<file path="src/idm_pkg.sv">
// ============================================================================
// idm_pkg
// Shared types and constants of the car-following speed block: fixed-point
// format, register layout, datapath command and status words, and states.
// ============================================================================
`default_nettype none

package idm_pkg;

  // Fixed-point format: all speeds, gaps and times carry this many
  // fraction bits.
  localparam int FRAC_BITS = 8;
  localparam int ONE       = 1 << FRAC_BITS;

  // Shared multiplier: operand A is split into two halves, taken one after the other.
  localparam int MUL_AW = 48;
  localparam int MUL_HW = 24;
  localparam int MUL_BW = 26;
  localparam int MUL_PW = 62;

  // Shared divider: restoring, one quotient bit per cycle.
  localparam int DIV_DW = 52;
  localparam int DIV_VW = 24;
  localparam int DIV_CW = $clog2(DIV_DW + 1);

  localparam int CFG_DW = 14;
  localparam int CFG_IW = 3;

  typedef enum logic [CFG_IW-1:0] {
    REG_MAX_ACCEL,
    REG_BRAKE_TERM,
    REG_HEADWAY_TIME,
    REG_ACCEL_EXPONENT,
    REG_MIN_GAP,
    REG_STEP_LENGTH,
    REG_SUBSTEPS,
    REG_ADAPTATION
  } cfg_index_t;

  typedef struct packed {
    logic [11:0] max_accel;
    logic [13:0] brake_term;
    logic [11:0] headway_time;
    logic [3:0]  accel_exponent;
    logic [12:0] min_gap;
    logic [11:0] step_length;
    logic [4:0]  substeps;
    logic [9:0]  adaptation_factor;
  } cfg_t;

  typedef enum logic [4:0] {
    OP_NONE,
    OP_LOAD,
    OP_FAC,
    OP_HW,
    OP_VH,
    OP_VVL,
    OP_DIV_BRAKE,
    OP_DIV_Q,
    OP_DIV_R,
    OP_P_INIT,
    OP_PR,
    OP_QQ,
    OP_ACC,
    OP_ACC_TS,
    OP_DIV_DV,
    OP_ADV_TS,
    OP_DIV_ADV,
    OP_RES_STOP,
    OP_RES_CLOSED,
    OP_RES_FINAL
  } dp_op_t;

  typedef struct packed {
    dp_op_t op;
    logic   mul_start;
    logic   div_start;
    logic   out_load;
  } dp_cmd_t;

  typedef struct packed {
    logic mul_done;
    logic div_done;
    logic stop_near;
    logic gap_zero;
    logic steps_done;
    logic pow_done;
    logic out_busy;
  } dp_stat_t;

  typedef enum logic [4:0] {
    ST_IDLE,
    ST_FAC,
    ST_HW,
    ST_CHECK,
    ST_VH,
    ST_VVL,
    ST_BRAKE,
    ST_Q,
    ST_R,
    ST_PINIT,
    ST_POW,
    ST_QQ,
    ST_ACC,
    ST_ACC_TS,
    ST_DV,
    ST_ADV_TS,
    ST_ADV,
    ST_OUT
  } state_t;

endpackage

`default_nettype wire

</file>
<file path="src/idm_mul.sv">
// ============================================================================
// idm_mul
// Unsigned multiplier: the wide operand is taken in two halves, one after the other.
// ============================================================================
`default_nettype none

module idm_mul (
  input  wire logic                      clk,
  input  wire logic                      rst,
  input  wire logic                      start,
  input  wire logic [idm_pkg::MUL_AW-1:0] a,
  input  wire logic [idm_pkg::MUL_BW-1:0] b,
  output logic                           done,
  output logic [idm_pkg::MUL_PW-1:0]     prod
);
  import idm_pkg::*;

  localparam int PART_W = MUL_HW + MUL_BW;

  logic [MUL_AW-1:0]        a_r;
  logic [MUL_BW-1:0]        b_r;
  logic                     busy;
  logic                     phase;
  logic [MUL_HW+MUL_BW-1:0] partial;

  assign partial = PART_W'(phase ? a_r[MUL_AW-1:MUL_HW] : a_r[MUL_HW-1:0]) * PART_W'(b_r);

  always_ff @(posedge clk) begin
    if (rst) begin
      busy  <= 1'b0;
      phase <= 1'b0;
      done  <= 1'b0;
    end else begin
      done <= busy & phase;
      if (start) begin
        busy  <= 1'b1;
        phase <= 1'b0;
      end else if (busy) begin
        phase <= ~phase;
        if (phase) begin
          busy <= 1'b0;
        end
      end
    end
  end

  always_ff @(posedge clk) begin
    if (start) begin
      a_r  <= a;
      b_r  <= b;
      prod <= '0;
    end else if (busy) begin
      if (phase) begin
        prod <= prod + MUL_PW'({partial, {MUL_HW{1'b0}}});
      end else begin
        prod <= MUL_PW'(partial);
      end
    end
  end

endmodule

`default_nettype wire

</file>
<file path="src/idm_div.sv">
// ============================================================================
// idm_div
// Restoring unsigned divider producing one quotient bit per cycle.
// ============================================================================
`default_nettype none

module idm_div (
  input  wire logic                      clk,
  input  wire logic                      rst,
  input  wire logic                      start,
  input  wire logic [idm_pkg::DIV_DW-1:0] dividend,
  input  wire logic [idm_pkg::DIV_VW-1:0] divisor,
  output logic                           done,
  output logic [idm_pkg::DIV_DW-1:0]     quot
);
  import idm_pkg::*;

  logic [DIV_VW-1:0] rem;
  logic [DIV_VW-1:0] dvs;
  logic [DIV_CW-1:0] cnt;
  logic              busy;
  logic [DIV_VW:0]   shifted;
  logic              fits;

  assign shifted = {rem, quot[DIV_DW-1]};
  assign fits    = shifted >= {1'b0, dvs};

  always_ff @(posedge clk) begin
    if (rst) begin
      busy <= 1'b0;
      done <= 1'b0;
      cnt  <= '0;
    end else begin
      done <= 1'b0;
      if (start) begin
        busy <= 1'b1;
        cnt  <= DIV_CW'(DIV_DW);
      end else if (busy) begin
        cnt <= cnt - 1'b1;
        if (cnt == DIV_CW'(1)) begin
          busy <= 1'b0;
          done <= 1'b1;
        end
      end
    end
  end

  always_ff @(posedge clk) begin
    if (start) begin
      rem  <= '0;
      dvs  <= divisor;
      quot <= dividend;
    end else if (busy) begin
      rem  <= fits ? DIV_VW'(shifted - {1'b0, dvs}) : shifted[DIV_VW-1:0];
      quot <= {quot[DIV_DW-2:0], fits};
    end
  end

endmodule

`default_nettype wire

</file>
<file path="src/idm_dp.sv">
// ============================================================================
// idm_dp
// Datapath: query and working registers, operand selection for the shared
// multiplier and divider, write-back of each step, and the output register.
// ============================================================================
`default_nettype none

module idm_dp #(
  parameter int MAX_SUBSTEPS = 16
) (
  input  wire logic              clk,
  input  wire logic              rst,
  input  wire idm_pkg::cfg_t     cfg,
  input  wire idm_pkg::dp_cmd_t  cmd,
  output idm_pkg::dp_stat_t      stat,
  input  wire logic              cmd_in,
  input  wire logic [15:0]       ego_speed,
  input  wire logic signed [23:0] gap_ahead,
  input  wire logic [15:0]       leader_speed,
  input  wire logic [15:0]       desired_speed,
  input  wire logic [8:0]        service_level,
  output logic                   out_valid,
  input  wire logic              out_ready,
  output logic [15:0]            next_speed,
  output logic                   gap_closed
);
  import idm_pkg::*;

  localparam int NW = $clog2(MAX_SUBSTEPS + 1);

  function automatic logic [MUL_AW-1:0] mag_of(input logic signed [MUL_AW-1:0] x);
    mag_of = x[MUL_AW-1] ? MUL_AW'(-x) : MUL_AW'(x);
  endfunction

  // Query and working registers.
  logic                stop_r;
  logic signed [31:0]  gap_r;
  logic signed [25:0]  v_r;
  logic [15:0]         lead_r;
  logic [15:0]         des_r;
  logic [8:0]          los_r;
  logic [18:0]         fac_r;
  logic [14:0]         h_r;
  logic signed [32:0]  t1_r;
  logic [DIV_DW-1:0]   tmp_mag;
  logic                tmp_neg;
  logic [31:0]         s_r;
  logic [24:0]         q_r;
  logic signed [21:0]  r_r;
  logic signed [41:0]  p_r;
  logic [3:0]          k_r;
  logic signed [43:0]  x_r;
  logic signed [46:0]  acc_r;
  logic [NW-1:0]       step_cnt;
  logic [15:0]         res_speed;
  logic                res_closed;

  // Unit connections.
  logic [MUL_AW-1:0] mul_a;
  logic [MUL_BW-1:0] mul_b;
  logic              mul_neg;
  logic              mul_done;
  logic [MUL_PW-1:0] mul_prod;
  logic [MUL_PW-1:0] prod_sh;
  logic [DIV_DW-1:0] div_dvd;
  logic [DIV_VW-1:0] div_dvs;
  logic              div_done;
  logic [DIV_DW-1:0] quot;

  // Derived values.
  logic [NW-1:0]        n_val;
  logic [13:0]          brake_d;
  logic [12:0]          mgap;
  logic signed [26:0]   vl;
  logic [MUL_AW-1:0]    v_mag;
  logic signed [11:0]   af_diff;
  logic signed [21:0]   los_term;
  logic signed [21:0]   fac_s;
  logic [30:0]          hw_prod;
  logic signed [53:0]   quot_s;
  logic signed [53:0]   s_sum;
  logic [30:0]          s_clamp;
  logic signed [53:0]   v_sum;
  logic signed [25:0]   v_sat;
  logic [20:0]          r_mag;
  logic [40:0]          p_mag;

  always_comb begin
    if (cfg.substeps == '0) begin
      n_val = NW'(1);
    end else if (int'(cfg.substeps) > MAX_SUBSTEPS) begin
      n_val = NW'(MAX_SUBSTEPS);
    end else begin
      n_val = NW'(cfg.substeps);
    end
  end

  assign brake_d = (cfg.brake_term == '0) ? 14'd1 : cfg.brake_term;
  assign mgap    = stop_r ? '0 : cfg.min_gap;
  assign vl      = 27'(v_r) - 27'($signed({1'b0, lead_r}));
  assign v_mag   = mag_of(MUL_AW'(v_r));
  assign prod_sh = mul_prod >> FRAC_BITS;

  // Headway blend with the level of service.
  assign af_diff  = 12'(ONE) - $signed({2'b0, cfg.adaptation_factor});
  assign los_term = 22'($signed({1'b0, los_r})) * 22'(af_diff);
  assign fac_s    = los_term + 22'($signed({1'b0, cfg.adaptation_factor, {FRAC_BITS{1'b0}}}));
  assign hw_prod  = 31'(cfg.headway_time) * 31'(fac_r);

  // Signed view of the divider result, using the stored sign.
  assign quot_s = tmp_neg ? -$signed({2'b0, quot}) : $signed({2'b0, quot});

  // Safe distance: clamp to the positive 31-bit range.
  assign s_sum = quot_s + 54'(t1_r);
  always_comb begin
    if (s_sum < 54'sd0) begin
      s_clamp = '0;
    end else if (s_sum > 54'sd2147483647) begin
      s_clamp = '1;
    end else begin
      s_clamp = s_sum[30:0];
    end
  end

  // Speed update with saturation.
  assign v_sum = quot_s + 54'(v_r);
  always_comb begin
    if (v_sum > 54'sd16777216) begin
      v_sat = 26'sd16777216;
    end else if (v_sum < -54'sd16777216) begin
      v_sat = -26'sd16777216;
    end else begin
      v_sat = v_sum[25:0];
    end
  end

  assign r_mag = (quot > DIV_DW'(1 << 20)) ? 21'(1 << 20) : quot[20:0];
  assign p_mag = (prod_sh > (MUL_PW'(1) << 40)) ? (41'(1) << 40) : prod_sh[40:0];

  // Operand selection for the multiplier.
  always_comb begin
    mul_a   = '0;
    mul_b   = '0;
    mul_neg = 1'b0;
    case (cmd.op)
      OP_VH: begin
        mul_a   = v_mag;
        mul_b   = MUL_BW'(h_r);
        mul_neg = v_r[25];
      end
      OP_VVL: begin
        mul_a   = v_mag;
        mul_b   = MUL_BW'(mag_of(MUL_AW'(vl)));
        mul_neg = v_r[25] ^ vl[26];
      end
      OP_PR: begin
        mul_a   = mag_of(MUL_AW'(p_r));
        mul_b   = MUL_BW'(mag_of(MUL_AW'(r_r)));
        mul_neg = p_r[41] ^ r_r[21];
      end
      OP_QQ: begin
        mul_a = MUL_AW'(q_r);
        mul_b = MUL_BW'(q_r);
      end
      OP_ACC: begin
        mul_a   = mag_of(MUL_AW'(x_r));
        mul_b   = MUL_BW'(cfg.max_accel);
        mul_neg = x_r[43];
      end
      OP_ACC_TS: begin
        mul_a   = mag_of(MUL_AW'(acc_r));
        mul_b   = MUL_BW'(cfg.step_length);
        mul_neg = acc_r[46];
      end
      OP_ADV_TS: begin
        mul_a   = mag_of(MUL_AW'(vl));
        mul_b   = MUL_BW'(cfg.step_length);
        mul_neg = vl[26];
      end
      default: begin
      end
    endcase
  end

  // Operand selection for the divider.
  always_comb begin
    div_dvd = tmp_mag;
    div_dvs = DIV_VW'(n_val);
    case (cmd.op)
      OP_DIV_BRAKE: div_dvs = DIV_VW'(brake_d);
      OP_DIV_Q: begin
        div_dvd = DIV_DW'({s_r, {FRAC_BITS{1'b0}}});
        div_dvs = gap_r[DIV_VW-1:0];
      end
      OP_DIV_R: begin
        div_dvd = DIV_DW'({v_mag[24:0], {FRAC_BITS{1'b0}}});
        div_dvs = DIV_VW'(des_r);
      end
      default: begin
      end
    endcase
  end

  idm_mul u_mul (
    .clk   (clk),
    .rst   (rst),
    .start (cmd.mul_start),
    .a     (mul_a),
    .b     (mul_b),
    .done  (mul_done),
    .prod  (mul_prod)
  );

  idm_div u_div (
    .clk      (clk),
    .rst      (rst),
    .start    (cmd.div_start),
    .dividend (div_dvd),
    .divisor  (div_dvs),
    .done     (div_done),
    .quot     (quot)
  );

  // Write-back of each step.
  always_ff @(posedge clk) begin
    case (cmd.op)
      OP_LOAD: begin
        stop_r   <= cmd_in;
        gap_r    <= 32'(gap_ahead);
        v_r      <= 26'($signed({1'b0, ego_speed}));
        lead_r   <= cmd_in ? '0 : leader_speed;
        des_r    <= (desired_speed == '0) ? 16'd1 : desired_speed;
        los_r    <= service_level;
        step_cnt <= '0;
      end
      OP_FAC: fac_r <= fac_s[21] ? '0 : fac_s[18:0];
      OP_HW:  h_r   <= 15'(hw_prod >> (2 * FRAC_BITS));
      OP_VH: begin
        if (mul_done) begin
          t1_r <= mul_neg ? -33'(prod_sh) : 33'(prod_sh);
        end
      end
      OP_VVL: begin
        if (mul_done) begin
          tmp_mag <= DIV_DW'(mul_prod);
          tmp_neg <= mul_neg;
        end
      end
      OP_DIV_BRAKE: begin
        if (div_done) begin
          s_r <= 32'(s_clamp) + 32'(mgap);
        end
      end
      OP_DIV_Q: begin
        if (div_done) begin
          q_r <= (quot > DIV_DW'(1 << 24)) ? 25'(1 << 24) : quot[24:0];
        end
      end
      OP_DIV_R: begin
        if (div_done) begin
          r_r <= v_r[25] ? -22'(r_mag) : 22'(r_mag);
        end
      end
      OP_P_INIT: begin
        p_r <= 42'(ONE);
        k_r <= '0;
      end
      OP_PR: begin
        if (mul_done) begin
          p_r <= mul_neg ? -42'(p_mag) : 42'(p_mag);
          k_r <= k_r + 1'b1;
        end
      end
      OP_QQ: begin
        if (mul_done) begin
          x_r <= 44'(ONE) - 44'(p_r) - 44'($signed({1'b0, prod_sh[40:0]}));
        end
      end
      OP_ACC: begin
        if (mul_done) begin
          acc_r <= mul_neg ? -47'(prod_sh) : 47'(prod_sh);
        end
      end
      OP_ACC_TS, OP_ADV_TS: begin
        if (mul_done) begin
          tmp_mag <= DIV_DW'(prod_sh);
          tmp_neg <= mul_neg;
        end
      end
      OP_DIV_DV: begin
        if (div_done) begin
          v_r <= v_sat;
        end
      end
      OP_DIV_ADV: begin
        if (div_done) begin
          if (!tmp_neg && quot != '0) begin
            gap_r <= gap_r - 32'(quot);
          end
          step_cnt <= step_cnt + 1'b1;
        end
      end
      OP_RES_STOP: begin
        res_speed  <= '0;
        res_closed <= gap_r <= 32'sd0;
      end
      OP_RES_CLOSED: begin
        res_speed  <= '0;
        res_closed <= 1'b1;
      end
      OP_RES_FINAL: begin
        if (v_r[25]) begin
          res_speed <= '0;
        end else if (v_r > 26'sd65535) begin
          res_speed <= '1;
        end else begin
          res_speed <= v_r[15:0];
        end
        res_closed <= 1'b0;
      end
      default: begin
      end
    endcase
  end

  // Output register.
  always_ff @(posedge clk) begin
    if (rst) begin
      out_valid <= 1'b0;
    end else if (cmd.out_load) begin
      out_valid <= 1'b1;
    end else if (out_ready) begin
      out_valid <= 1'b0;
    end
  end

  always_ff @(posedge clk) begin
    if (cmd.out_load) begin
      next_speed <= res_speed;
      gap_closed <= res_closed;
    end
  end

  assign stat.mul_done   = mul_done;
  assign stat.div_done   = div_done;
  assign stat.stop_near  = stop_r && (gap_r <= 32'sd2);
  assign stat.gap_zero   = gap_r <= 32'sd0;
  assign stat.steps_done = step_cnt == n_val;
  assign stat.pow_done   = k_r == cfg.accel_exponent;
  assign stat.out_busy   = out_valid && !out_ready;

endmodule

`default_nettype wire

</file>
<file path="src/idm_ctrl.sv">
// ============================================================================
// idm_ctrl
// Controller: steps one query through the sub-step sequence and launches
// the shared multiplier and divider.
// ============================================================================
`default_nettype none

module idm_ctrl (
  input  wire logic              clk,
  input  wire logic              rst,
  input  wire logic              in_valid,
  output logic                   in_ready,
  output idm_pkg::dp_cmd_t       cmd,
  input  wire idm_pkg::dp_stat_t stat
);
  import idm_pkg::*;

  state_t state;
  state_t state_next;
  logic   launched;
  logic   launched_next;

  always_ff @(posedge clk) begin
    if (rst) begin
      state    <= ST_IDLE;
      launched <= 1'b0;
    end else begin
      state    <= state_next;
      launched <= launched_next;
    end
  end

  always_comb begin
    state_next    = state;
    launched_next = launched;
    in_ready      = 1'b0;
    cmd.op        = OP_NONE;
    cmd.mul_start = 1'b0;
    cmd.div_start = 1'b0;
    cmd.out_load  = 1'b0;
    unique case (state)
      ST_IDLE: begin
        in_ready = 1'b1;
        if (in_valid) begin
          cmd.op     = OP_LOAD;
          state_next = ST_FAC;
        end
      end
      ST_FAC: begin
        if (stat.stop_near) begin
          cmd.op     = OP_RES_STOP;
          state_next = ST_OUT;
        end else begin
          cmd.op     = OP_FAC;
          state_next = ST_HW;
        end
      end
      ST_HW: begin
        cmd.op     = OP_HW;
        state_next = ST_CHECK;
      end
      ST_CHECK: begin
        // Within the sub-steps, the gap is only checked at the start of a
        // sub-step, never after the last one.
        if (stat.steps_done) begin
          cmd.op     = OP_RES_FINAL;
          state_next = ST_OUT;
        end else if (stat.gap_zero) begin
          cmd.op     = OP_RES_CLOSED;
          state_next = ST_OUT;
        end else begin
          state_next = ST_VH;
        end
      end
      ST_VH, ST_VVL, ST_QQ, ST_ACC, ST_ACC_TS, ST_ADV_TS: begin
        unique case (state)
          ST_VH:     cmd.op = OP_VH;
          ST_VVL:    cmd.op = OP_VVL;
          ST_QQ:     cmd.op = OP_QQ;
          ST_ACC:    cmd.op = OP_ACC;
          ST_ACC_TS: cmd.op = OP_ACC_TS;
          default:   cmd.op = OP_ADV_TS;
        endcase
        cmd.mul_start = !launched;
        launched_next = 1'b1;
        if (stat.mul_done) begin
          launched_next = 1'b0;
          unique case (state)
            ST_VH:     state_next = ST_VVL;
            ST_VVL:    state_next = ST_BRAKE;
            ST_QQ:     state_next = ST_ACC;
            ST_ACC:    state_next = ST_ACC_TS;
            ST_ACC_TS: state_next = ST_DV;
            default:   state_next = ST_ADV;
          endcase
        end
      end
      ST_BRAKE, ST_Q, ST_R, ST_DV, ST_ADV: begin
        unique case (state)
          ST_BRAKE: cmd.op = OP_DIV_BRAKE;
          ST_Q:     cmd.op = OP_DIV_Q;
          ST_R:     cmd.op = OP_DIV_R;
          ST_DV:    cmd.op = OP_DIV_DV;
          default:  cmd.op = OP_DIV_ADV;
        endcase
        cmd.div_start = !launched;
        launched_next = 1'b1;
        if (stat.div_done) begin
          launched_next = 1'b0;
          unique case (state)
            ST_BRAKE: state_next = ST_Q;
            ST_Q:     state_next = ST_R;
            ST_R:     state_next = ST_PINIT;
            ST_DV:    state_next = ST_ADV_TS;
            default:  state_next = ST_CHECK;
          endcase
        end
      end
      ST_PINIT: begin
        cmd.op     = OP_P_INIT;
        state_next = ST_POW;
      end
      ST_POW: begin
        if (!launched && stat.pow_done) begin
          state_next = ST_QQ;
        end else begin
          cmd.op        = OP_PR;
          cmd.mul_start = !launched;
          launched_next = 1'b1;
          if (stat.mul_done) begin
            launched_next = 1'b0;
          end
        end
      end
      ST_OUT: begin
        if (!stat.out_busy) begin
          cmd.out_load = 1'b1;
          state_next   = ST_IDLE;
        end
      end
      default: begin
        state_next = ST_IDLE;
      end
    endcase
  end

endmodule

`default_nettype wire

</file>
<file path="src/idm_car_following_speed.sv">
// ============================================================================
// idm_car_following_speed
// Intelligent Driver Model speed step in Q.8 fixed point for one vehicle.
// ============================================================================
// Usage: a query word (cmd, ego_speed, gap_ahead, leader_speed,
// desired_speed, service_level) is taken on the input channel when in_valid
// and in_ready are both high. One result word (next_speed, gap_closed) is
// returned on the output channel for every query, in order.
// The block works on one query at a time. A query runs through a sequence
// of sub-steps, each of which uses one shared multiplier and one shared
// divider that makes one quotient bit per cycle. A stop query that is
// already within the stop threshold skips the sub-steps. The five divisions
// of each sub-step dominate the time that a query takes.
// Configuration registers are written through cfg_we, cfg_index and
// cfg_data, one register per cycle. The user must write them only while no
// query is in flight; the block itself does not enforce this.
// Reset restores every configuration register to its default and empties
// the block.
// The result sits in an output register: if the receiver stalls, the block
// still takes and works on the next query, and holds its finished result
// until the output register is free again.
// ============================================================================
`default_nettype none

module idm_car_following_speed #(
  parameter int MAX_SUBSTEPS = 16
) (
  input  wire logic                       clk,
  input  wire logic                       rst,
  input  wire logic                       in_valid,
  output logic                            in_ready,
  input  wire logic                       cmd,
  input  wire logic [15:0]                ego_speed,
  input  wire logic signed [23:0]         gap_ahead,
  input  wire logic [15:0]                leader_speed,
  input  wire logic [15:0]                desired_speed,
  input  wire logic [8:0]                 service_level,
  output logic                            out_valid,
  input  wire logic                       out_ready,
  output logic [15:0]                     next_speed,
  output logic                            gap_closed,
  input  wire logic                       cfg_we,
  input  wire logic [idm_pkg::CFG_IW-1:0] cfg_index,
  input  wire logic [idm_pkg::CFG_DW-1:0] cfg_data
);
  import idm_pkg::*;

  cfg_t     cfg;
  dp_cmd_t  dp_cmd;
  dp_stat_t dp_stat;

  // Configuration registers. Each write keeps only the bits of the
  // register's own width.
  always_ff @(posedge clk) begin
    if (rst) begin
      cfg.max_accel         <= 12'd666;
      cfg.brake_term        <= 14'd1751;
      cfg.headway_time      <= 12'd384;
      cfg.accel_exponent    <= 4'd4;
      cfg.min_gap           <= 13'd640;
      cfg.step_length       <= 12'd256;
      cfg.substeps          <= 5'd4;
      cfg.adaptation_factor <= 10'd256;
    end else if (cfg_we) begin
      unique case (cfg_index_t'(cfg_index))
        REG_MAX_ACCEL:      cfg.max_accel         <= cfg_data[11:0];
        REG_BRAKE_TERM:     cfg.brake_term        <= cfg_data[13:0];
        REG_HEADWAY_TIME:   cfg.headway_time      <= cfg_data[11:0];
        REG_ACCEL_EXPONENT: cfg.accel_exponent    <= cfg_data[3:0];
        REG_MIN_GAP:        cfg.min_gap           <= cfg_data[12:0];
        REG_STEP_LENGTH:    cfg.step_length       <= cfg_data[11:0];
        REG_SUBSTEPS:       cfg.substeps          <= cfg_data[4:0];
        REG_ADAPTATION:     cfg.adaptation_factor <= cfg_data[9:0];
      endcase
    end
  end

  // The controller sequences the sub-steps; the datapath holds the query and working values.
  idm_ctrl u_ctrl (
    .clk      (clk),
    .rst      (rst),
    .in_valid (in_valid),
    .in_ready (in_ready),
    .cmd      (dp_cmd),
    .stat     (dp_stat)
  );

  idm_dp #(
    .MAX_SUBSTEPS (MAX_SUBSTEPS)
  ) u_dp (
    .clk           (clk),
    .rst           (rst),
    .cfg           (cfg),
    .cmd           (dp_cmd),
    .stat          (dp_stat),
    .cmd_in        (cmd),
    .ego_speed     (ego_speed),
    .gap_ahead     (gap_ahead),
    .leader_speed  (leader_speed),
    .desired_speed (desired_speed),
    .service_level (service_level),
    .out_valid     (out_valid),
    .out_ready     (out_ready),
    .next_speed    (next_speed),
    .gap_closed    (gap_closed)
  );

endmodule

`default_nettype wire
</file>
<file path="config.mk">
export PLATFORM = sky130hd
export DESIGN_NAME = idm_car_following_speed
export DESIGN_NICKNAME = d
export VERILOG_FILES = /design/src/idm_pkg.sv /design/src/idm_mul.sv /design/src/idm_div.sv /design/src/idm_dp.sv /design/src/idm_ctrl.sv /design/src/idm_car_following_speed.sv
export SDC_FILE = /design/constraint.sdc
export NUM_CORES = 2
export LEC_CHECK = 0
export ABC_CLOCK_PERIOD_IN_PS = 20700
export BUFFER_PORTS_ARGS = -buffer_cell sky130_fd_sc_hd__buf_2
export CAP_MARGIN = 15
export CORE_MARGIN = 10
export CORE_UTILIZATION = 28
export DETAILED_ROUTE_END_ITERATION = 10
export PLACE_DENSITY = 0.44
export SYNTH_ARGS = -nofsm -noshare
export SYNTH_HDL_FRONTEND = slang
export SYNTH_SLANG_ARGS = --single-unit
</file>
<file path="constraint.sdc">
create_clock -name clk -period 20.7 [get_ports clk]
set_clock_uncertainty 0.2 [all_clocks]
set_input_delay 2.07 -clock clk [delete_from_list [all_inputs] [get_ports clk]]
set_output_delay 2.07 -clock clk [all_outputs]
set_load 0.03 [all_outputs]
</file>
# Word level (Yosys, flattened, before mapping)
# Cells that the tools add are included.
[word_totals] regBits=811 latch_bits=0 ramBits=0 rom_bits=0 mem_count=0
[classes] n_addsub=25 mul=3 div=0 n_lt_le_gt_ge=12 n_eq_ne=58 n_shift=0 muxes=87 bitwise=5 reduce_logical=53
[op_table] op="one-hot mux 48 bit (6 select lines)" count=1
[op_table] op="two-way mux 48 bit" count=5
[op_table] op="two-way mux 52 bit" count=4
[op_table] op="one-hot mux 52 bit (2 select lines)" count=2
[op_table] op="one-hot mux 26 bit (6 select lines)" count=1
[op_table] op="two-way mux 26 bit" count=4
[op_table] op="two-way mux 42 bit" count=2
[op_table] op="one-hot mux 42 bit (2 select lines)" count=1
[op_table] op="equality test 5 x 4 -> 1 bit (second input constant)" count=16
[op_table] op="one-hot mux 24 bit (3 select lines)" count=1
[op_table] op="two-way mux 5 bit" count=14
[op_table] op="two-way mux 32 bit" count=2
[op_table] op="one-hot mux 32 bit (2 select lines)" count=1
[op_table] op="adder 62 bit" count=1
[op_table] op="two-way mux 31 bit" count=2
[op_table] op="two-way mux 62 bit" count=1
[op_table] op="adder 54 x 26 -> 54 bit" count=1
[op_table] op="adder 54 x 33 -> 54 bit" count=1
[op_table] op="greater-than comparator 54 x 26 -> 1 bit (second input constant)" count=1
[op_table] op="greater-than comparator 54 x 32 -> 1 bit (second input constant)" count=1
[op_table] op="greater-than comparator 54 x 41 -> 1 bit (second input constant)" count=1
[op_table] op="less-than comparator 54 x 1 -> 1 bit (second input constant)" count=1
[op_table] op="less-than comparator 54 x 25 -> 1 bit (second input constant)" count=1
[op_table] op="two-way mux 54 bit" count=1
[op_table] op="other kinds (87)" count=177

# Longest topological paths before layout
[depth] word_depth=11 ltp_mapped=44

# Hierarchy
# From an unflattened synthesis, not the netlist that was laid out.
[hier_totals] hier_cells=9647 area_unflattened_um2=87980.6
[by_module_without_submodules] module="idm_dp" instances=1 cells_per_inst=5734 area_each_um2=50860.0 seq_area_each_um2=14283.7
[by_module_without_submodules] module="idm_mul" instances=1 cells_per_inst=2971 area_each_um2=27340.0 seq_area_each_um2=3523.4
[by_module_without_submodules] module="idm_div" instances=1 cells_per_inst=530 area_each_um2=5815.6 seq_area_each_um2=2922.8
[by_module_without_submodules] module="idm_car_following_speed" instances=1 cells_per_inst=306 area_each_um2=3284.4 seq_area_each_um2=1641.6
[by_module_without_submodules] module="idm_ctrl" instances=1 cells_per_inst=106 area_each_um2=680.7 seq_area_each_um2=120.1

# Worst setup path before layout
# No wires, ideal clock.
[synth_path] path_kind="reg-to-reg" startpoint="register u_dp.u_mul.phase" endpoint="register u_dp.u_mul.prod[58] in the netlist's numbering" setup_time_ps=238 arrival_time_ps=9583 slack_ps=10679 stages_incl_launch_ff=41 n_path_buf=4 cell_sequence="dfxtp_1 -> clkbuf_1 -> buf_1 -> mux2i_1 -> clkbuf_1 -> nor2b_1 -> fa_1 -> inv_1 -> fa_1 -> fa_1 -> fa_1 -> fa_1 -> inv_1 -> fa_1 -> inv_1 -> fa_1 -> inv_1 -> ha_1 -> (+5 left out) -> nand3_1 -> nand2_1 -> xor2_1 -> ha_1 -> a21o_1 -> a21o_1 -> a21oi_1 -> o21ai_0 -> a21o_1 -> a21oi_1 -> nor2b_1 -> a311oi_1 -> o21ai_0 -> a221oi_1 -> o21ai_0 -> xor2_1 -> a22oi_1 -> nor2_1"
[synth_via] elab_chain_cells=4
[synth_lines] element="start, declared" line_no="idm_mul.sv:23" source="logic phase;"
[synth_lines] element="start signal, assigned" line_no="idm_mul.sv:39" source="phase <= ~phase;"
[synth_lines] element="two-way mux 24 bit" line_no="idm_mul.sv:26" source="assign partial = PART_W'(phase ? a_r[MUL_AW-1:MUL_HW] : a_r[MUL_HW-1:0]) * PART_W'(b_r);"
[synth_lines] element="multiplier 50 x 26 -> 50 bit" line_no="idm_mul.sv:26"
[synth_lines] element="adder 62 bit" line_no="idm_mul.sv:54" source="prod <= prod + MUL_PW'({partial, {MUL_HW{1'b0}}});"
[synth_lines] element="two-way mux 62 bit (*)" line_no="idm_mul.sv:53" source="if (phase) begin"
[synth_lines] element="end signal, assigned" line_no="idm_mul.sv:54"
[synth_lines] element="end signal, assigned" line_no="idm_mul.sv:56" source="prod <= MUL_PW'(partial);"
[synth_lines] element="end, declared" line_no="idm_mul.sv:14" source="output logic [idm_pkg::MUL_PW-1:0] prod"
# Mark *: on every way between the ends. The rest lies on a longest branch, timed or not.
# A chain may end at the register's enable or synchronous reset.

# Final worst setup path
[layout_path] startpoint="register u_dp.u_div.quot[4] in the netlist's numbering" endpoint="register u_dp.s_r[22] (data pin)"
[layout_via] elab_chain_cells=7 elab_cells_between_ends=8
[layout_lines] element="start, declared" line_no="idm_div.sv:14" source="output logic [idm_pkg::DIV_DW-1:0] quot"
[layout_lines] element="start signal, assigned" line_no="idm_div.sv:52" source="quot <= dividend;"
[layout_lines] element="start signal, assigned" line_no="idm_div.sv:55" source="quot <= {quot[DIV_DW-2:0], fits};"
[layout_lines] element="negation 52 -> 54 bit" line_no="idm_dp.sv:111" source="assign quot_s = tmp_neg ? -$signed({2'b0, quot}) : $signed({2'b0, quot});"
[layout_lines] element="two-way mux 54 bit (*)" line_no="idm_dp.sv:111"
[layout_lines] element="adder 54 x 33 -> 54 bit (*)" line_no="idm_dp.sv:114" source="assign s_sum = quot_s + 54'(t1_r);"
[layout_lines] element="greater-than comparator 54 x 32 -> 1 bit" line_no="idm_dp.sv:118" source="end else if (s_sum > 54'sd2147483647) begin"
[layout_lines] element="two-way mux 31 bit" line_no="idm_dp.sv:118"
[layout_lines] element="two-way mux 31 bit (*)" line_no="idm_dp.sv:116" source="if (s_sum < 54'sd0) begin"
[layout_lines] element="adder 31 x 13 -> 32 bit (*)" line_no="idm_dp.sv:251" source="s_r <= 32'(s_clamp) + 32'(mgap);"
[layout_lines] element="end signal, assigned" line_no="idm_dp.sv:251"
[layout_lines] element="end, declared" line_no="idm_dp.sv:47" source="logic [31:0] s_r;"
# Marked as above.

==> metrics.txt <==
# TYPE chip_impl_metric gauge
chip_impl_info{name="run_status",value="completed"} 1
chip_impl_metric{name="globalRouteOverflowTotal",unit=""} 0
chip_impl_metric{name="synth.ff_latch_count",unit=""} 811
chip_impl_metric{name="final_nets",unit=""} 11000
chip_impl_metric{name="final_cell_area",unit="um2"} 94600
chip_impl_metric{name="max-cap-violations",unit=""} 0
chip_impl_metric{name="dr.pass1.iters",unit=""} 6
chip_impl_metric{name="placement.io_buffers",unit=""} 122
chip_impl_metric{name="post_synth_xor_area_fraction",unit="%"} 6.94
chip_impl_metric{name="routedWlPerCell",unit="um"} 23.4
chip_impl_info{name="synthDominantAreaCellType",value="sky130_fd_sc_hd__edfxtp_1"} 1
chip_impl_metric{name="hpwlAfterDp",unit="mm"} 256
chip_impl_metric{name="postSynthAreaPerCell",unit="um2"} 8.95
chip_impl_info{name="critical_path.most_common_cell",value="sky130_fd_sc_hd__a21oi_1"} 1
chip_impl_metric{name="report.final.setup_viol",unit=""} 0
chip_impl_metric{name="vias_per_cell",unit=""} 5.12
chip_impl_metric{name="cts.reportedPaths.clkPinSlew",unit="ns"} 0.06
chip_impl_metric{name="critical-path-max-stage-delay",unit="ns"} 0.78
chip_impl_metric{name="place.gp.congestion",unit=""} 0.935
chip_impl_metric{name="clock_tree.buffer_depth",unit=""} 3
chip_impl_metric{name="design.portCount",unit=""} 123
chip_impl_metric{name="dp_worst_setup_slack",unit="ns"} 9.21
chip_impl_info{name="cts_tree",value="done"} 1
chip_impl_metric{name="syn_warnings",unit=""} 0
chip_impl_metric{name="postLayoutSetupSlackWorst",unit="ns"} 8.91
chip_impl_info{name="post-synth-top-count-cell",value="sky130_fd_sc_hd__nand2_1"} 1
chip_impl_metric{name="postPlaceCellArea",unit="um2"} 91100
chip_impl_metric{name="crit_path_max_fanout",unit=""} 28
chip_impl_metric{name="grt_antenna_before_repair",unit=""} 15
chip_impl_metric{name="synth.yosys.seq_area_share",unit="%"} 26.2
chip_impl_metric{name="antenna_left",unit=""} 0
chip_impl_metric{name="post_cts_resized",unit=""} 0
chip_impl_metric{name="netlist_area",unit="um2"} 85800
chip_impl_metric{name="pin_count_of_the_biggest_net_entering_global_routing",unit=""} 98
chip_impl_metric{name="synth-async-reset-ratio",unit="%"} 0
chip_impl_metric{name="finalMaxSlewViolations",unit=""} 0
chip_impl_metric{name="layout-drive-gt1-share",unit="%"} 5.68
chip_impl_metric{name="yosysTopAreaCellShare",unit="%"} 21.9
chip_impl_info{name="start_kind",value="register"} 1
chip_impl_info{name="root_buffer",value="sky130_fd_sc_hd__clkbuf_16"} 1
chip_impl_info{name="yosys-top-cells-area",value="sky130_fd_sc_hd__edfxtp_1 22%, sky130_fd_sc_hd__fa_1 18%, sky130_fd_sc_hd__ha_1 8.6%, sky130_fd_sc_hd__nand2_1 5.6%, sky130_fd_sc_hd__inv_1 4.9%"} 1
chip_impl_metric{name="cts_buffers",unit=""} 102
chip_impl_metric{name="grt_util_overall",unit="%"} 18.8
chip_impl_metric{name="first_iteration_detailed_routing_drc_count",unit=""} 5624
chip_impl_metric{name="reg2reg_setup_slack",unit="ns"} 8.91
chip_impl_metric{name="grt_pass1_vias",unit=""} 71400
chip_impl_info{name="hp-class",value="reg -> reg"} 1
chip_impl_metric{name="worstSkewPairLatency",unit="ns"} 0.76
chip_impl_metric{name="drc",unit=""} 0
chip_impl_metric{name="synth-compound-area-share",unit="%"} 14.3
chip_impl_info{name="synth_top_flop_cell",value="sky130_fd_sc_hd__edfxtp_1"} 1
chip_impl_metric{name="placement_rows",unit=""} 203
chip_impl_metric{name="synth_cell_type_count",unit=""} 89
chip_impl_metric{name="synth_nets",unit=""} 11100
chip_impl_info{name="synth_common_cells",value="1280 x sky130_fd_sc_hd__nand2_1, 1120 x sky130_fd_sc_hd__inv_1, 791 x sky130_fd_sc_hd__fa_1"} 1
chip_impl_info{name="rsz_0062_raised_after_global_routing",value="false"} 1
chip_impl_metric{name="critical_path_arrival",unit="ns"} 12.06
chip_impl_metric{name="hold_buf_cts",unit=""} 0
chip_impl_metric{name="post-cts-setup-buffers",unit=""} 0
chip_impl_metric{name="synth_simple_gate_area_share",unit="%"} 17.7
chip_impl_metric{name="hold_viol_final",unit=""} 0
chip_impl_metric{name="wirelength",unit="mm"} 320
chip_impl_metric{name="die_h",unit="um"} 574
chip_impl_metric{name="syn_inst",unit=""} 9592
chip_impl_metric{name="muxShareOfSynthArea",unit="%"} 0.861
chip_impl_metric{name="critPathRequiredTime",unit="ns"} 20.97
chip_impl_metric{name="floorplan.core_area",unit="um2"} 306000
chip_impl_metric{name="yosys.area_share.adder",unit="%"} 27.0
chip_impl_metric{name="relative_max_transition_margin",unit="%"} 14.2
chip_impl_metric{name="layout_min_cycle_time",unit="ns"} 11.79
chip_impl_metric{name="hold_slack",unit="ns"} 0.218
chip_impl_info{name="path_class",value="reg -> reg"} 1
chip_impl_metric{name="fp.dieArea",unit="um2"} 329000
chip_impl_metric{name="grt_first_pass_wirelength",unit="mm"} 476
chip_impl_info{name="worst_path_max_delay_cell",value="sky130_fd_sc_hd__or4_1"} 1
chip_impl_info{name="endpoint_kind",value="register"} 1
chip_impl_info{name="synth_top_family_by_area",value="adder cells"} 1
chip_impl_metric{name="synth_edf_count",unit=""} 625
chip_impl_metric{name="tns",unit="ns"} 0
chip_impl_metric{name="initial_utilization",unit="%"} 28.1
chip_impl_metric{name="clock_tree.htree_level_count",unit=""} 3
chip_impl_metric{name="maxClockFrequency",unit="GHz"} 0.0848
chip_impl_metric{name="timing.final.crit_share",unit="%"} 57.0
chip_impl_metric{name="clock-sinks",unit=""} 811
chip_impl_metric{name="route.vias.total",unit=""} 70000
chip_impl_metric{name="flow.area_growth_from_synthesis",unit="%"} 10.2
chip_impl_metric{name="worst_slew_pin_slew",unit="ns"} 1.29
chip_impl_metric{name="floorplan.die.width",unit="um"} 574
## layout by cell type (no fill, tap or decap), types with 52 or more instances in the layout
master                      netlist  final
sky130_fd_sc_hd__a22oi_1         58     58
sky130_fd_sc_hd__clkbuf_16        0    104
sky130_fd_sc_hd__nand4_1         60     60
sky130_fd_sc_hd__xor2_1         263    262
sky130_fd_sc_hd__inv_1         1120   1119
sky130_fd_sc_hd__a21oi_1        530    530
sky130_fd_sc_hd__nand2_1       1280   1280
sky130_fd_sc_hd__nand3_1        153    152
sky130_fd_sc_hd__and2_1         463    461
sky130_fd_sc_hd__a211oi_1        64     62
sky130_fd_sc_hd__buf_4            0    143
sky130_fd_sc_hd__ha_1           588    588
sky130_fd_sc_hd__nor3_1         127    124
sky130_fd_sc_hd__o21ai_0        473    472
sky130_fd_sc_hd__buf_2            8    121
sky130_fd_sc_hd__o21bai_1        61     61
sky130_fd_sc_hd__edfxtp_1       625    625
sky130_fd_sc_hd__nor4_1          62     60
sky130_fd_sc_hd__nor2b_1        197    197
sky130_fd_sc_hd__xnor2_1        417    416
sky130_fd_sc_hd__a31oi_1         53     52
sky130_fd_sc_hd__fa_1           791    791
sky130_fd_sc_hd__o31ai_1         95     95
sky130_fd_sc_hd__o21a_1          69     69
sky130_fd_sc_hd__nor2_1         443    439
sky130_fd_sc_hd__or3_1           72     71
sky130_fd_sc_hd__a21o_1         156    156
sky130_fd_sc_hd__nand2b_1        55     55
sky130_fd_sc_hd__dfxtp_1        186    185
## area by class of cell
| cell class | count | area [um2] |
|---|---|---|
| Antenna cell | 14 | 35.0 |
| Timing Repair Buffer | 266 | 1720 |
| Tap cell | 4100 | 5130 |
| Multi-Input combinational cell | 7185 | 57600 |
| Sequential cell | 811 | 22500 |
| Clock buffer | 128 | 2770 |
| Fill cell | 32100 | 211000 |
| Inverter | 1124 | 4220 |
| Clock inverter | 63 | 658 |
## per-layer routing
| layer | wire length (um) | global-route usage (%) | vias up | part of all wire (%) |
|---|---|---|---|---|
| met3 | 15200 | 1.97 | 469 | 4.7 |
| met2 | 151000 | 31.8 | 1936 | 47 |
| met1 | 141000 | 25.2 | 35400 | 44 |
| met4 | 13000 | 6.32 | 10 | 4.1 |
| met5 | 58 | 0 | - | 0.018 |
| li1 | - | - | 32200 | - |
## stage by stage
stage	util, %	cells
2_1_floorplan	-	9592
3_3_place_gp	29.8	13500
3_5_place_dp	29.8	13500
4_1_cts	30.9	13700
5_1_grt	30.9	13700
6_report	31.0	13700
## worst max-delay path: cells and delay by family, from the launching register on
| kind | cells | cell delay, ns |
|---|---|---|
| DFF | 1 | 0.47 |
| buffers and inverters | 3 | 0.67 |
| AOI/OAI and AO/OA | 17 | 4.25 |
| xor gates and xnor gates | 1 | 0.14 |
| muxes | 2 | 0.27 |
| and+or+nand+nor | 16 | 4.55 |
| adders and majority gates | 2 | 0.92 |
## final timing paths
kind | from | end | cells after the start
worst max-delay path | u_dp.u_div.quot[4] | u_dp.s_r[22] | 41
worst min-delay path | u_dp.res_speed[6] | u_dp.next_speed[6] | 0
worst max register to register | u_dp.u_div.quot[4] | u_dp.s_r[22] | 41
worst min register to register | u_dp.res_speed[6] | u_dp.next_speed[6] | 0
## cells by family (layout without fill, tap and decap cells)
family / Yosys count / after routing
compound gates: 1927 / 1927
xor+xnor: 680 / 680
fa+ha+maj: 1379 / 1379
buf+inv: 1596 / 1581
flops: 811 / 811
mux: 71 / 71
other cells: 1 / 15
simple gates: 3127 / 3127
## registers in the layout, indices dropped and copies added (netlist names), 16 cells and up
| signal | count |
|---|---|
| cfg | 82 |
| u_dp.u_mul.prod | 62 |
| u_dp.tmp_mag | 52 |
| u_dp.u_div.quot | 52 |
| u_dp.u_mul.a_r | 48 |
| u_dp.acc_r | 47 |
| u_dp.x_r | 44 |
| u_dp.p_r | 42 |
| u_dp.t1_r | 33 |
| u_dp.gap_r | 32 |
| u_dp.s_r | 32 |
| u_dp.u_mul.b_r | 26 |
| u_dp.v_r | 26 |
| u_dp.q_r | 25 |
| u_dp.u_div.dvs | 24 |
| u_dp.u_div.rem | 24 |
| u_dp.r_r | 22 |
| u_dp.fac_r | 19 |
| u_dp.des_r | 16 |
| u_dp.lead_r | 16 |
| u_dp.next_speed | 16 |
| u_dp.res_speed | 16 |
Power is not shown: default switching activity piles up to over one toggle a cycle in this logic, so the estimate is an artifact.
